[src/rtl/core/seft_pkg.sv]
`timescale 1ns / 1ps
// ----------------------------------------------------------------------------
// seft_pkg
// Shared types, constants and control/status bundles of the exposure and
// frame timing core.
// ----------------------------------------------------------------------------
package seft_pkg;

    localparam int unsigned DIV_W  = 36;
    localparam int unsigned DEN_W  = 16;
    localparam int unsigned FRM_W  = 15;
    localparam int unsigned CNT_W  = $clog2(DIV_W + 1);

    localparam logic [FRM_W-1:0] FRAME_TOP       = 15'h7fff;
    localparam logic [FRM_W-1:0] FRAME_RST       = 15'd1221;
    localparam logic [15:0]      VBLANK_OFFSET   = 16'h04c4;
    localparam logic [32:0]      EXPO_PAD_LINES  = 33'd7;
    localparam logic [31:0]      EXPO_CLAMP_LO   = 32'd4;
    localparam logic [31:0]      EXPO_CLAMP_HI   = 32'd32760;
    localparam logic [31:0]      GAIN_LO         = 32'd1024;
    localparam logic [31:0]      GAIN_HI         = 32'd15872;
    localparam int unsigned      GAIN_SHIFT      = 6;
    localparam logic [7:0]       CODE_LO         = 8'h10;
    localparam logic [7:0]       CODE_HI         = 8'hf8;
    // pclk / 296 = ((pclk >> 3) * RECIP_296) >> 35
    // pclk / 146 = ((pclk >> 1) * RECIP_146) >> 38
    localparam logic [31:0]      RECIP_296       = 32'd928641578;
    localparam logic [31:0]      RECIP_146       = 32'd3765450781;
    localparam logic [DIV_W-1:0] BAND30_LO       = 36'd297;
    localparam logic [DIV_W-1:0] BAND30_HI       = 36'd305;
    localparam logic [DIV_W-1:0] BAND15_LO       = 36'd147;
    localparam logic [DIV_W-1:0] BAND15_HI       = 36'd150;
    localparam logic [DIV_W-1:0] FPS_SAT         = 36'd65535;

    localparam logic [2:0] REG_PCLK    = 3'd0;
    localparam logic [2:0] REG_LP      = 3'd1;
    localparam logic [2:0] REG_BASE    = 3'd2;
    localparam logic [2:0] REG_CAP     = 3'd3;
    localparam logic [2:0] REG_FLICKER = 3'd4;

    typedef enum logic [1:0] {
        CMD_EXPO      = 2'd0,
        CMD_EXPO_KEEP = 2'd1,
        CMD_GAIN      = 2'd2,
        CMD_RATE      = 2'd3
    } t_cmd;

    typedef enum logic [1:0] {
        DEN_RATE,
        DEN_LP,
        DEN_FRAME
    } t_den_sel;

    typedef enum logic [1:0] {
        NUM_PCLK,
        NUM_Q10,
        NUM_RQ10
    } t_num_sel;

    typedef enum logic [1:0] {
        BAND_NONE,
        BAND_30,
        BAND_15
    } t_band;

    typedef struct packed {
        logic     load;
        logic     do_expo;
        logic     do_gain;
        logic     div_start;
        t_num_sel num_sel;
        t_den_sel den_sel;
        logic     band_load;
        logic     recip_load;
        logic     set_flk_frame;
        logic     commit_expo;
        logic     set_rate_frame;
        logic     set_fps;
        logic     out_load;
    } t_dp_ctl;

    typedef struct packed {
        logic  div_done;
        t_cmd  cmd;
        logic  rate_ok;
        logic  flk_go;
        t_band band;
        logic  frame_zero;
        logic  out_free;
    } t_dp_sts;

    typedef struct packed {
        logic [31:0]      pclk;
        logic [15:0]      line_pixels;
        logic [FRM_W-1:0] base_lines;
        logic [FRM_W-1:0] cap_lines;
        logic             flicker;
    } t_cfg;

endpackage

[src/rtl/core/seft_div.sv]
`timescale 1ns / 1ps
// ----------------------------------------------------------------------------
// seft_div
// Restoring radix-2 divider, one quotient bit per cycle.
// ----------------------------------------------------------------------------
module seft_div
    import seft_pkg::*;
(
    input  logic             i_clk,
    input  logic             i_rst_n,
    input  logic             i_start,
    input  logic [DIV_W-1:0] i_num,
    input  logic [DEN_W-1:0] i_den,
    output logic [DIV_W-1:0] o_quo,
    output logic             o_done
);

    logic [DIV_W-1:0] r_num;
    logic [DEN_W-1:0] r_den;
    logic [DEN_W-1:0] r_rem;
    logic [CNT_W-1:0] r_cnt;
    logic             r_busy;
    logic             r_done;
    logic [DEN_W:0]   n_sh;
    logic             n_bit;

    always_comb begin
        n_sh  = {r_rem, r_num[DIV_W-1]};
        n_bit = (n_sh >= {1'b0, r_den});
    end

    always_ff @(posedge i_clk) begin
        if (!i_rst_n) begin
            r_busy <= 1'b0;
            r_done <= 1'b0;
            r_cnt  <= '0;
        end else begin
            r_done <= 1'b0;
            if (i_start) begin
                r_busy <= 1'b1;
                r_cnt  <= CNT_W'(DIV_W);
            end else if (r_busy) begin
                r_cnt <= r_cnt - 1'b1;
                if (r_cnt == CNT_W'(1)) begin
                    r_busy <= 1'b0;
                    r_done <= 1'b1;
                end
            end
        end
    end

    always_ff @(posedge i_clk) begin
        if (i_start) begin
            r_num <= i_num;
            r_den <= i_den;
            r_rem <= '0;
        end else if (r_busy) begin
            r_num <= {r_num[DIV_W-2:0], n_bit};
            r_rem <= n_bit ? DEN_W'(n_sh - {1'b0, r_den}) : n_sh[DEN_W-1:0];
        end
    end

    assign o_quo  = r_num;
    assign o_done = r_done;

endmodule

[src/rtl/core/seft_dp.sv]
`timescale 1ns / 1ps
// ----------------------------------------------------------------------------
// seft_dp
// Datapath: command latch, frame state, shared divider, result register.
// ----------------------------------------------------------------------------
module seft_dp
    import seft_pkg::*;
(
    input  logic        i_clk,
    input  logic        i_rst_n,
    input  t_cfg        i_cfg,
    input  t_dp_ctl     i_ctl,
    output t_dp_sts     o_sts,
    input  logic [1:0]  i_in_cmd,
    input  logic [79:0] i_in_data,
    output logic        o_m_tvalid,
    input  logic        i_m_tready,
    output logic [79:0] o_m_tdata
);

    t_cmd             r_cmd;
    logic [31:0]      r_expo;
    logic [31:0]      r_gain;
    logic [15:0]      r_rate;
    logic [FRM_W-1:0] r_frame;
    logic [FRM_W-1:0] r_now;
    logic [FRM_W-1:0] r_floor;
    t_band            r_band;
    logic [31:0]      r_recip;
    logic [15:0]      r_res_vblank;
    logic [FRM_W-1:0] r_res_expo;
    logic [7:0]       r_res_gain;
    logic [15:0]      r_res_fps;
    logic             r_res_wf;
    logic             r_res_we;
    logic             r_res_wg;
    logic             r_m_tvalid;
    logic [79:0]      r_m_tdata;

    logic [DIV_W-1:0] w_quo;
    logic             w_done;
    logic [DIV_W-1:0] w_num;
    logic [DEN_W-1:0] w_den;
    logic [DIV_W-1:0] w_q10;
    logic [DIV_W-1:0] w_rq10;
    logic [31:0]      w_ma;
    logic [31:0]      w_mb;
    logic [63:0]      w_rprod;
    logic [31:0]      w_recip;
    logic [32:0]      w_grown;
    logic [32:0]      w_base;
    logic [32:0]      w_big;
    logic [FRM_W-1:0] w_lim;
    logic [FRM_W-1:0] w_xframe;
    logic [31:0]      w_xexpo;
    logic [31:0]      w_gcl;
    logic [7:0]       w_code;
    logic [FRM_W-1:0] w_flk_frame;
    logic [FRM_W-1:0] w_rate_frame;
    logic [15:0]      w_fps;
    t_band            w_band;

    assign w_q10  = {1'b0, w_quo[31:0], 3'b000} + {3'b000, w_quo[31:0], 1'b0};
    assign w_rq10 = {1'b0, r_recip, 3'b000} + {3'b000, r_recip, 1'b0};

    always_comb begin
        if (r_band == BAND_15) begin
            w_ma = {1'b0, i_cfg.pclk[31:1]};
            w_mb = RECIP_146;
        end else begin
            w_ma = {3'b000, i_cfg.pclk[31:3]};
            w_mb = RECIP_296;
        end
        w_rprod = 64'(w_ma) * 64'(w_mb);
        if (r_band == BAND_15) begin
            w_recip = {6'b0, w_rprod[63:38]};
        end else begin
            w_recip = {3'b000, w_rprod[63:35]};
        end
    end

    always_comb begin
        case (i_ctl.num_sel)
            NUM_Q10:  w_num = w_q10;
            NUM_RQ10: w_num = w_rq10;
            default:  w_num = {4'b0000, i_cfg.pclk};
        endcase
        case (i_ctl.den_sel)
            DEN_RATE:  w_den = r_rate;
            DEN_LP:    w_den = i_cfg.line_pixels;
            DEN_FRAME: w_den = {1'b0, r_frame};
            default:   w_den = i_cfg.line_pixels;
        endcase
    end

    seft_div u_div (
        .i_clk   (i_clk),
        .i_rst_n (i_rst_n),
        .i_start (i_ctl.div_start),
        .i_num   (w_num),
        .i_den   (w_den),
        .o_quo   (w_quo),
        .o_done  (w_done)
    );

    always_comb begin
        w_grown = {1'b0, r_expo} + EXPO_PAD_LINES;
        w_base  = {18'b0, (r_cmd == CMD_EXPO_KEEP) ? r_now : r_floor};
        w_big   = (w_grown > w_base) ? w_grown : w_base;
        w_lim   = (r_cmd == CMD_EXPO_KEEP) ? FRAME_TOP : i_cfg.cap_lines;
        w_xframe = (w_big > {18'b0, w_lim}) ? w_lim : w_big[FRM_W-1:0];
        if (r_expo < EXPO_CLAMP_LO) begin
            w_xexpo = EXPO_CLAMP_LO;
        end else if (r_expo > EXPO_CLAMP_HI) begin
            w_xexpo = EXPO_CLAMP_HI;
        end else begin
            w_xexpo = r_expo;
        end

        if (r_gain < GAIN_LO) begin
            w_gcl = GAIN_LO;
        end else if (r_gain > GAIN_HI) begin
            w_gcl = GAIN_HI;
        end else begin
            w_gcl = r_gain;
        end
        w_code = 8'(w_gcl >> GAIN_SHIFT);
        if (w_code <= CODE_LO) begin
            w_code = CODE_LO;
        end else if (w_code >= CODE_HI) begin
            w_code = CODE_HI;
        end

        if (w_quo < {21'b0, r_floor}) begin
            w_flk_frame = r_floor;
        end else if (w_quo > {21'b0, FRAME_TOP}) begin
            w_flk_frame = FRAME_TOP;
        end else begin
            w_flk_frame = w_quo[FRM_W-1:0];
        end

        if (w_quo < {21'b0, i_cfg.base_lines}) begin
            w_rate_frame = i_cfg.base_lines;
        end else if (w_quo > {21'b0, FRAME_TOP}) begin
            w_rate_frame = FRAME_TOP;
        end else begin
            w_rate_frame = w_quo[FRM_W-1:0];
        end

        w_fps = (w_quo > FPS_SAT) ? 16'hffff : w_quo[15:0];

        if (w_quo inside {[BAND30_LO:BAND30_HI]}) begin
            w_band = BAND_30;
        end else if (w_quo inside {[BAND15_LO:BAND15_HI]}) begin
            w_band = BAND_15;
        end else begin
            w_band = BAND_NONE;
        end
    end

    always_comb begin
        o_sts.div_done   = w_done;
        o_sts.cmd        = r_cmd;
        o_sts.rate_ok    = (r_rate != '0) && (i_cfg.line_pixels != '0) && (r_now != '0);
        o_sts.flk_go     = i_cfg.flicker && (i_cfg.line_pixels != '0) && (r_frame != '0);
        o_sts.band       = w_band;
        o_sts.frame_zero = (r_frame == '0);
        o_sts.out_free   = !r_m_tvalid || i_m_tready;
    end

    always_ff @(posedge i_clk) begin
        if (!i_rst_n) begin
            r_now      <= FRAME_RST;
            r_floor    <= FRAME_RST;
            r_m_tvalid <= 1'b0;
        end else begin
            if (i_ctl.commit_expo) begin
                r_now <= r_frame;
            end
            if (i_ctl.set_rate_frame) begin
                r_now   <= w_rate_frame;
                r_floor <= w_rate_frame;
            end
            if (i_ctl.out_load) begin
                r_m_tvalid <= 1'b1;
            end else if (i_m_tready) begin
                r_m_tvalid <= 1'b0;
            end
        end
    end

    always_ff @(posedge i_clk) begin
        if (i_ctl.load) begin
            r_cmd        <= t_cmd'(i_in_cmd);
            r_expo       <= i_in_data[31:0];
            r_gain       <= i_in_data[63:32];
            r_rate       <= i_in_data[79:64];
            r_res_vblank <= '0;
            r_res_expo   <= '0;
            r_res_gain   <= '0;
            r_res_fps    <= '0;
            r_res_wf     <= 1'b0;
            r_res_we     <= 1'b0;
            r_res_wg     <= 1'b0;
        end
        if (i_ctl.do_expo) begin
            r_frame    <= w_xframe;
            r_res_expo <= w_xexpo[FRM_W-1:0];
            r_res_wf   <= 1'b1;
            r_res_we   <= 1'b1;
        end
        if (i_ctl.do_gain) begin
            r_res_gain <= w_code;
            r_res_wg   <= 1'b1;
        end
        if (i_ctl.band_load) begin
            r_band <= w_band;
        end
        if (i_ctl.recip_load) begin
            r_recip <= w_recip;
        end
        if (i_ctl.set_flk_frame) begin
            r_frame <= w_flk_frame;
        end
        if (i_ctl.commit_expo) begin
            r_res_vblank <= {1'b0, r_frame} - VBLANK_OFFSET;
        end
        if (i_ctl.set_rate_frame) begin
            r_frame <= w_rate_frame;
        end
        if (i_ctl.set_fps) begin
            r_res_fps <= w_fps;
        end
        if (i_ctl.out_load) begin
            r_m_tdata <= {7'b0, r_res_wg, r_res_we, r_res_wf, r_res_fps, r_res_gain,
                          r_res_expo, r_res_vblank, r_now};
        end
    end

    assign o_m_tvalid = r_m_tvalid;
    assign o_m_tdata  = r_m_tdata;

endmodule

[src/rtl/core/seft_ctrl.sv]
`timescale 1ns / 1ps
// ----------------------------------------------------------------------------
// seft_ctrl
// Command sequencer: orders the divide chains and result hand-off.
// ----------------------------------------------------------------------------
module seft_ctrl
    import seft_pkg::*;
(
    input  logic    i_clk,
    input  logic    i_rst_n,
    input  logic    i_s_tvalid,
    output logic    o_s_tready,
    input  t_dp_sts i_sts,
    output t_dp_ctl o_ctl
);

    typedef enum logic [3:0] {
        S_IDLE, S_DISP, S_ECHK, S_M1, S_M2, S_MCHK, S_FM, S_F1, S_F2, S_CEXP,
        S_R1, S_R2, S_PCHK, S_P1, S_P2, S_OUT
    } t_state;

    t_state  r_state;
    t_state  n_state;
    t_dp_ctl n_ctl;

    always_comb begin
        n_state = r_state;
        n_ctl   = '0;
        case (r_state)
            S_IDLE: begin
                if (i_s_tvalid) begin
                    n_ctl.load = 1'b1;
                    n_state    = S_DISP;
                end
            end
            S_DISP: begin
                case (i_sts.cmd)
                    CMD_EXPO, CMD_EXPO_KEEP: begin
                        n_ctl.do_expo = 1'b1;
                        n_state       = S_ECHK;
                    end
                    CMD_GAIN: begin
                        n_ctl.do_gain = 1'b1;
                        n_state       = S_OUT;
                    end
                    default: begin
                        if (i_sts.rate_ok) begin
                            n_ctl.div_start = 1'b1;
                            n_ctl.num_sel   = NUM_PCLK;
                            n_ctl.den_sel   = DEN_RATE;
                            n_state         = S_R1;
                        end else begin
                            n_state = S_OUT;
                        end
                    end
                endcase
            end
            S_ECHK: begin
                if (i_sts.flk_go) begin
                    n_ctl.div_start = 1'b1;
                    n_ctl.num_sel   = NUM_PCLK;
                    n_ctl.den_sel   = DEN_LP;
                    n_state         = S_M1;
                end else begin
                    n_state = S_CEXP;
                end
            end
            S_M1: begin
                if (i_sts.div_done) begin
                    n_ctl.div_start = 1'b1;
                    n_ctl.num_sel   = NUM_Q10;
                    n_ctl.den_sel   = DEN_FRAME;
                    n_state         = S_M2;
                end
            end
            S_M2: begin
                if (i_sts.div_done) begin
                    n_state = S_MCHK;
                end
            end
            S_MCHK: begin
                case (i_sts.band)
                    BAND_30, BAND_15: begin
                        n_ctl.band_load = 1'b1;
                        n_state         = S_FM;
                    end
                    default: n_state = S_CEXP;
                endcase
            end
            S_FM: begin
                n_ctl.recip_load = 1'b1;
                n_state          = S_F1;
            end
            S_F1: begin
                n_ctl.div_start = 1'b1;
                n_ctl.num_sel   = NUM_RQ10;
                n_ctl.den_sel   = DEN_LP;
                n_state         = S_F2;
            end
            S_F2: begin
                if (i_sts.div_done) begin
                    n_ctl.set_flk_frame = 1'b1;
                    n_state             = S_CEXP;
                end
            end
            S_CEXP: begin
                n_ctl.commit_expo = 1'b1;
                n_state           = S_OUT;
            end
            S_R1: begin
                if (i_sts.div_done) begin
                    n_ctl.div_start = 1'b1;
                    n_ctl.num_sel   = NUM_Q10;
                    n_ctl.den_sel   = DEN_LP;
                    n_state         = S_R2;
                end
            end
            S_R2: begin
                if (i_sts.div_done) begin
                    n_ctl.set_rate_frame = 1'b1;
                    n_state              = S_PCHK;
                end
            end
            S_PCHK: begin
                if (i_sts.frame_zero) begin
                    n_state = S_OUT;
                end else begin
                    n_ctl.div_start = 1'b1;
                    n_ctl.num_sel   = NUM_PCLK;
                    n_ctl.den_sel   = DEN_FRAME;
                    n_state         = S_P1;
                end
            end
            S_P1: begin
                if (i_sts.div_done) begin
                    n_ctl.div_start = 1'b1;
                    n_ctl.num_sel   = NUM_Q10;
                    n_ctl.den_sel   = DEN_LP;
                    n_state         = S_P2;
                end
            end
            S_P2: begin
                if (i_sts.div_done) begin
                    n_ctl.set_fps = 1'b1;
                    n_state       = S_OUT;
                end
            end
            S_OUT: begin
                if (i_sts.out_free) begin
                    n_ctl.out_load = 1'b1;
                    n_state        = S_IDLE;
                end
            end
            default: n_state = S_IDLE;
        endcase
    end

    always_ff @(posedge i_clk) begin
        if (!i_rst_n) begin
            r_state <= S_IDLE;
        end else begin
            r_state <= n_state;
        end
    end

    assign o_ctl      = n_ctl;
    assign o_s_tready = (r_state == S_IDLE);

endmodule

[src/rtl/core/sensor_exposure_frame_timing_core.sv]
`timescale 1ns / 1ps
// ----------------------------------------------------------------------------
// sensor_exposure_frame_timing_core
// Exposure, gain and frame length command unit of an image sensor.
//
// Channel    Direction  Transaction
// s_axis     in         one command: tuser = command, tdata = exposure/gain/rate
// m_axis     out        one result per command
// apb        in/out     register writes and reads, one register per word
//
// Gain and exposure without anti-flicker use no divide. Each divide runs on
// the shared 36-step divider. Anti-flicker exposure: two divides; a pull-down
// adds a reciprocal multiply and one divide. Max-rate command: up to four
// divides. A new command is taken only once the last result has been loaded
// into the output register. A result waits in the output register; a full
// output register holds the sequencer. Reset is synchronous, active low.
// ----------------------------------------------------------------------------
module sensor_exposure_frame_timing_core
    import seft_pkg::*;
(
    input  logic        i_clk,
    input  logic        i_rst_n,
    input  logic        s_axis_tvalid,
    output logic        s_axis_tready,
    input  logic [79:0] s_axis_tdata,   // exposure_lines[31:0], gain_request, rate_tenths
    input  logic [1:0]  s_axis_tuser,   // command
    output logic        m_axis_tvalid,
    input  logic        m_axis_tready,
    output logic [79:0] m_axis_tdata,   // frame_lines, vblank_word, exposure_word,
                                        // gain_word, fps_tenths, wrote_frame,
                                        // wrote_exposure, wrote_gain, zero pad
    input  logic        psel,
    input  logic        penable,
    input  logic        pwrite,
    input  logic [4:0]  paddr,
    input  logic [31:0] pwdata,
    output logic [31:0] prdata,
    output logic        pready
);

    t_cfg    r_cfg;
    t_dp_ctl w_ctl;
    t_dp_sts w_sts;
    logic    w_wr;

    assign pready = 1'b1;
    assign w_wr   = psel && penable && pwrite;

    always_ff @(posedge i_clk) begin
        if (!i_rst_n) begin
            r_cfg.pclk        <= 32'd16500000;
            r_cfg.line_pixels <= 16'd448;
            r_cfg.base_lines  <= FRAME_RST;
            r_cfg.cap_lines   <= FRAME_TOP;
            r_cfg.flicker     <= 1'b0;
        end else if (w_wr) begin
            case (paddr[4:2])
                REG_PCLK:    r_cfg.pclk        <= pwdata;
                REG_LP:      r_cfg.line_pixels <= pwdata[15:0];
                REG_BASE:    r_cfg.base_lines  <= pwdata[FRM_W-1:0];
                REG_CAP:     r_cfg.cap_lines   <= pwdata[FRM_W-1:0];
                REG_FLICKER: r_cfg.flicker     <= pwdata[0];
                default:     ;
            endcase
        end
    end

    always_comb begin
        case (paddr[4:2])
            REG_PCLK:    prdata = r_cfg.pclk;
            REG_LP:      prdata = {16'b0, r_cfg.line_pixels};
            REG_BASE:    prdata = {17'b0, r_cfg.base_lines};
            REG_CAP:     prdata = {17'b0, r_cfg.cap_lines};
            REG_FLICKER: prdata = {31'b0, r_cfg.flicker};
            default:     prdata = '0;
        endcase
    end

    seft_ctrl u_ctrl (
        .i_clk      (i_clk),
        .i_rst_n    (i_rst_n),
        .i_s_tvalid (s_axis_tvalid),
        .o_s_tready (s_axis_tready),
        .i_sts      (w_sts),
        .o_ctl      (w_ctl)
    );

    seft_dp u_dp (
        .i_clk      (i_clk),
        .i_rst_n    (i_rst_n),
        .i_cfg      (r_cfg),
        .i_ctl      (w_ctl),
        .o_sts      (w_sts),
        .i_in_cmd   (s_axis_tuser),
        .i_in_data  (s_axis_tdata),
        .o_m_tvalid (m_axis_tvalid),
        .i_m_tready (m_axis_tready),
        .o_m_tdata  (m_axis_tdata)
    );

    a_gain_excl: assert property (@(posedge i_clk) disable iff (!i_rst_n)
        m_axis_tvalid |-> !(m_axis_tdata[72] && m_axis_tdata[70]))
        else $error("gain and frame writes in one result");

    a_vblank: assert property (@(posedge i_clk) disable iff (!i_rst_n)
        m_axis_tvalid && m_axis_tdata[70] |->
            m_axis_tdata[30:15] == ({1'b0, m_axis_tdata[14:0]} - VBLANK_OFFSET))
        else $error("vblank word does not follow frame length");

    a_one_cmd: assert property (@(posedge i_clk) disable iff (!i_rst_n)
        s_axis_tvalid && s_axis_tready |=> !s_axis_tready)
        else $error("second command taken while busy");

endmodule
[config.mk]
export PLATFORM = sky130hd
export DESIGN_NAME = sensor_exposure_frame_timing_core
export DESIGN_NICKNAME = d
export VERILOG_FILES = /design/src/rtl/core/seft_pkg.sv /design/src/rtl/core/seft_div.sv /design/src/rtl/core/seft_dp.sv /design/src/rtl/core/seft_ctrl.sv /design/src/rtl/core/sensor_exposure_frame_timing_core.sv
export SDC_FILE = /design/constraint.sdc
export NUM_CORES = 2
export LEC_CHECK = 0
export ABC_CLOCK_PERIOD_IN_PS = 24000
export BUFFER_PORTS_ARGS = -buffer_cell sky130_fd_sc_hd__buf_2
export CORE_ASPECT_RATIO = 0.9
export CORE_UTILIZATION = 45
export DETAILED_ROUTE_END_ITERATION = 10
export PLACE_DENSITY = 0.6
export SYNTH_ARGS = -nofsm -noshare
export SYNTH_HDL_FRONTEND = slang
export SYNTH_HIERARCHICAL = 1
export SYNTH_SLANG_ARGS = --single-unit
[constraint.sdc]
create_clock -name i_clk -period 24 [get_ports i_clk]
set_input_delay 2.4 -clock i_clk [delete_from_list [all_inputs] [get_ports i_clk]]
set_output_delay 2.4 -clock i_clk [all_outputs]
set_load 0.01 [all_outputs]
# [After elaboration in Yosys (flattened, before gate mapping)]
# Cells that the tools add are included.
[classes] n_eq_ne=37 order_cmp=17 n_reduce_logical=39 muxes=82 bitwise_logic=2 add_sub_neg=6 multipliers=1
[op_table] op="15-bit 2-to-1 mux" n=15
[op_table] op="32-bit case mux with 5 select lines" n=1
[op_table] op="16-bit 2-to-1 mux" n=5
[op_table] op="35-bit by 33-bit adder with 36-bit output" n=2
[op_table] op="36-bit by 15-bit less-than comparator with 1-bit output" n=2
[op_table] op="36-bit 2-to-1 mux" n=2
[op_table] op="36-bit case mux with 2 select lines" n=1
[op_table] op="33-bit by 15-bit greater-than comparator with 1-bit output" n=2
[op_table] op="4-bit case mux with 16 select lines" n=1
[op_table] op="31-bit by 32-bit multiplier with 63-bit output" n=1
[op_table] op="4-bit 2-to-1 mux" n=11
[op_table] op="36-bit by 8-bit >= comparator with 1-bit output (second input constant)" n=1
[op_table] op="36-bit by 9-bit >= comparator with 1-bit output (second input constant)" n=1
[op_table] op="36-bit by 15-bit greater-than comparator with 1-bit output (second input constant)" n=1
[op_table] op="36-bit by 16-bit greater-than comparator with 1-bit output (second input constant)" n=1
[op_table] op="36-bit by 8-bit less-or-equal comparator with 1-bit output (second input constant)" n=1
[op_table] op="36-bit by 9-bit less-or-equal comparator with 1-bit output (second input constant)" n=1
[op_table] op="32-bit by 3-bit adder with 33-bit output (second input constant)" n=1
[op_table] op="33-bit 2-to-1 mux" n=1
[op_table] op="4-bit equality test (second input constant)" n=8
[op_table] op="32-bit by 14-bit greater-than comparator with 1-bit output (second input constant)" n=1
[op_table] op="32-bit by 15-bit greater-than comparator with 1-bit output (second input constant)" n=1
[op_table] op="32-bit by 11-bit less-than comparator with 1-bit output (second input constant)" n=1
[op_table] op="32-bit by 3-bit less-than comparator with 1-bit output (second input constant)" n=1
[op_table] op="46 further kinds" n=121
[totals] elab_cells=215 out_inout_bits=115 ff_bits=450

# [Longest topological paths before layout]
[depth] word_depth=9 ltp_mapped=32 mapped_depth_nobuf=30

# [Cells and area by module]
# Netlist, hierarchy kept.
[by_module_without_submodules] mod="seft_dp" area_each_um2=39897.0 n_inst=1 seq_area_each_um2=8287.9 cells_each=4061
[by_module_without_submodules] mod="seft_div" area_each_um2=3897.5 n_inst=1 seq_area_each_um2=2042.0 cells_each=339
[by_module_without_submodules] mod="sensor_exposure_frame_timing_core" area_each_um2=3696.0 n_inst=1 seq_area_each_um2=1581.5 cells_each=390
[by_module_without_submodules] mod="seft_ctrl" area_each_um2=615.6 n_inst=1 seq_area_each_um2=80.1 cells_each=96

# [Worst setup path after synthesis]
# Ideal clock, no wire load.
[synth_timing] kind="register to register" start="register u_dp.r_band[1]" end="register u_dp.r_recip[5], data pin" n_path_buf=3 setup_time_ps=260 t_arrival_ps=8256 path_stages_with_launch=30 path_slack_ps=15485 path_cell_list="edfxtp_1 nand2b_1 clkbuf_1 clkbuf_1 buf_1 nand2_1 inv_1 fa_1 inv_1 fa_1 inv_1 fa_1 fa_1 fa_1 fa_1 fa_1 inv_1 fa_1 inv_1 ha_1 a21o_1 a21o_1 a21oi_1 o21ai_0 or4_1 a41o_1 a221o_1 a21oi_1 xnor2_1 mux2_2"
[synth_between] elab_chain_cells=4
[synth_lines] element="start, declared" line="seft_dp.sv:28" rtl="t_band r_band;"
[synth_lines] element="start signal, assigned" line="seft_dp.sv:217" rtl="r_band <= w_band;"
[synth_lines] element="2-bit equality test *" line="seft_dp.sv:67, seft_dp.sv:75"
[synth_lines] element="31-bit 2-to-1 mux or 32-bit 2-to-1 mux (tied branches)" line="seft_dp.sv:67" rtl="if (r_band == BAND_15) begin"
[synth_lines] element="31-bit by 32-bit multiplier with 63-bit output" line="seft_dp.sv:74" rtl="w_rprod = 64'(w_ma) * 64'(w_mb);"
[synth_lines] element="26-bit 2-to-1 mux *" line="seft_dp.sv:75" rtl="if (r_band == BAND_15) begin"
[synth_lines] element="via u_dp.w_recip[5]" line="seft_dp.sv:49" rtl="logic [31:0] w_recip;"
[synth_lines] element="end signal, assigned" line="seft_dp.sv:220" rtl="r_recip <= w_recip;"
[synth_lines] element="end, declared" line="seft_dp.sv:29" rtl="logic [31:0] r_recip;"
# The timed path passes the listed nets; every way through them passes the cells marked *.
# A chain may end at the register's enable or synchronous reset.

# [Final worst setup path]
[layout_timing] start="register u_dp.r_band[0]" end="register u_dp.r_recip[24], data pin"
# Same word-level chain as after synthesis.

==> qor.yml <==
ir_drop_mv: 0.0846
place_congestion: 0.988
p_int_uw: 2370
ys.flop_type: "edfxtp_1"
max_slew_margin_pct: 15.8
grt_max_degree: 99
grt_setup_unrepaired: "no"
cp_slowest_stage_delay_ns: 1.04
dr.pass1.iters: 5
hp-class: "register to register"
clock_skew_ns: 0.0407
critPathMostFrequentCell: "fa_1"
synth_area_per_cell_sq_um: 9.85
end_kind: "register"
tns_ns: 0
power.density_nw_per_um2: 80.3
cts_resized: 0
vias: 35500
final_area_sq_um: 52400
hpwl_um: 119000
io_buffers: 230
synth-edff-count: 306
yosysSeqAreaShare_pct: 24.9
cts-root-buf: "clkbuf_16"
cts.clk_slew.worst_paths_ns: 0.06
syn_to_final_growth_pct: 8.90
regArea_sq_um: 12000
timing.final.crit_share_pct: 45.7
clk_latency_ns: 0.63
grt_pass1_wl_um: 221000
combPwrFrac_pct: 53.8
crit_fanout: 48
place_inst: 6416
clock_power_share_pct: 18.6
worst_setup_path_start_kind: "register"
cts.sinks: 446
yosysUniqueCellTypes: 102
drtIter0Drc: 3277
crit_required_ns: 24.37
antenna_found_initial: 4
die_area_sq_um: 108000
synth_seq_cells: 446
synth_area_sq_um: 48100
ctsLongestPathBuffers: 3
syn_inst: 4886
drive_gt1_share_pct: 9.36
die_w_um: 347
mostFrequentLayoutCells: "inv_1 (1023), fa_1 (553), ha_1 (553)"
ys_warn_count: 6
final_common_cell: "inv_1"
critical_path_arrival_ns: 11.32
status: "completed"
timing.final.max_slew_violations: 0
setup_viol: 0
grt_overflow: 0
drt-wirelength-per-cell_um: 22.1
reg2reg_depth: 31
instances_no_fill: 6501
tritoncts: "done"
routed_wl_um: 144000
die_height_um: 312
crit_path_top_delay_cell: "nor4_1"
final.min_clock_period_ns: 10.96
swShare_pct: 43.6
final_hold_viol_count: 0
core-area_sq_um: 106000
power_frac_seq_pct: 27.6
rows: 113
worst_slew_pin_slew_ns: 1.25
grt_pass1_vias: 35900
start_util_pct: 45.5
cts-htree-levels: 2
placed_cell_area_sq_um: 50800
fmax_mhz: 91.3
cellLeakagePower_uw: 0.0257
drc: 0
cts_setup_buffers: 0
fillerInstances: 10000
nNetsFinal: 6317
drtAntennaViolNets: 0
multiInputGateArea_sq_um: 31700
power_uw: 4210
hold_path_depth: 0
track_usage_pct: 26.9
viasPerCell: 5.46
boundaryPins: 241
crit_type: "register to register"
async_reset_ff_share_pct: 0
p_sw_uw: 1830
cts_made_buffers: 46
drv_cap: 0
cts_hold_buf: 0
[critical path: cells and delay by family (launching register included)]
family,cells,cell delay [ns]
xor+xnor,1,0.13
fa+ha+maj,9,4.30
compound gates,6,1.87
simple gates,6,2.33
flops,1,0.39
buf+inv,9,1.58
[power groups by stage]
stage                     combinational, uW  clock [uW]  sequential [uW]
after floorplan                        1670           0             1110
after global placement                 2210           0             1170
after detailed placement               2220           0             1170
after CTS                              2240         799             1160
after global routing                   2560         824             1170
final                                  2260         782             1160
[metrics by stage]
stage                     hold slack [ns]  setup slack (ns)  util (%)
after floorplan                     0.400             15.48         -
after global placement              0.402             13.19      48.0
after detailed placement            0.405             13.24      48.0
after CTS                           0.418             13.15      49.5
after global routing                0.422             12.59      49.5
final                               0.417             13.04      49.5
[cell usage after synthesis, types with 14 or more instances]
cell type	instances	area [sq um]
xnor2_1	83	727
nor3_1	53	265
nand2_1	403	1510
edfxtp_1	306	9190
nor2b_1	38	238
o21a_1	43	323
and3_1	30	188
mux4_2	14	315
nand3_1	60	300
or3_1	28	175
nor2_1	217	815
inv_1	1023	3840
o31ai_1	16	120
o211ai_1	38	285
nor4_1	38	238
buf_2	21	105
dfxtp_1	140	2800
and2_1	52	325
mux2_2	54	608
a211o_1	16	140
nand4_1	48	300
or2_2	27	169
a21o_1	73	548
o21ai_0	153	766
xor2_1	51	447
a22oi_1	18	135
a21oi_1	165	826
mux2i_1	121	1210
buf_4	15	113
o21bai_1	15	113
a31oi_1	14	87.6
ha_1	554	6930
nand2b_1	41	257
fa_1	553	11100
clkbuf_1	114	428
a211oi_1	27	203
[sequential cells by signal, summed over array words and instances (netlist names), 15 cells and up]
| name | cells |
|---|---|
| u_dp/u_div/r_den | 16 |
| u_dp/r_res_expo | 15 |
| u_dp/r_now | 15 |
| u_dp/u_div/o_quo | 36 |
| u_dp/r_floor | 15 |
| u_dp/r_frame | 15 |
| u_dp/r_gain | 32 |
| u_dp/r_res_fps | 16 |
| u_dp/r_expo | 32 |
| u_dp/u_div/r_rem | 16 |
| u_dp/o_m_tdata | 72 |
| u_dp/r_res_vblank | 16 |
| u_dp/r_rate | 16 |
| r_cfg | 79 |
| u_dp/r_recip | 28 |
[kinds of logic after synthesis]
logic type | Yosys count | synth area share, %
compound gates | 712 | 9.93
xor+xnor | 134 | 2.44
fa+ha+maj | 1108 | 37.4
buf+inv | 1193 | 9.61
flops | 446 | 24.9
mux | 189 | 4.44
other cells | 3 | 0.0234
simple gates | 1101 | 11.2
[routing by layer]
metal,up-vias,global-route usage (%),part of all wire (%)
met5,-,0,0.011
met4,2,5.59,2.1
met3,151,5.46,8.1
met2,1235,39.9,43
met1,17600,40.5,47
li1,16500,-,-
[worst paths after layout]
path / end / start / slack (ns)
max reg2reg: u_dp/r_recip[24] / u_dp/r_band[0] / 13.04
min reg2reg: u_dp/o_m_tdata[34] / u_dp/r_res_expo[3] / 0.42
min: u_dp/o_m_tdata[34] / u_dp/r_res_expo[3] / 0.42
max: u_dp/r_recip[24] / u_dp/r_band[0] / 13.04
[final cells by class]
cell class | count | share of cell area [%]
Clock buffer | 52 | 2.26
Timing Repair Buffer | 271 | 2.79
Clock inverter | 32 | 0.845
Tap cell | 1380 | 3.30
Sequential cell | 446 | 22.9
Antenna cell | 1 | 0.00478
Inverter | 1025 | 7.35
Multi-Input combinational cell | 3294 | 60.6
No activity file was read; power rests on OpenSTA's default activity.
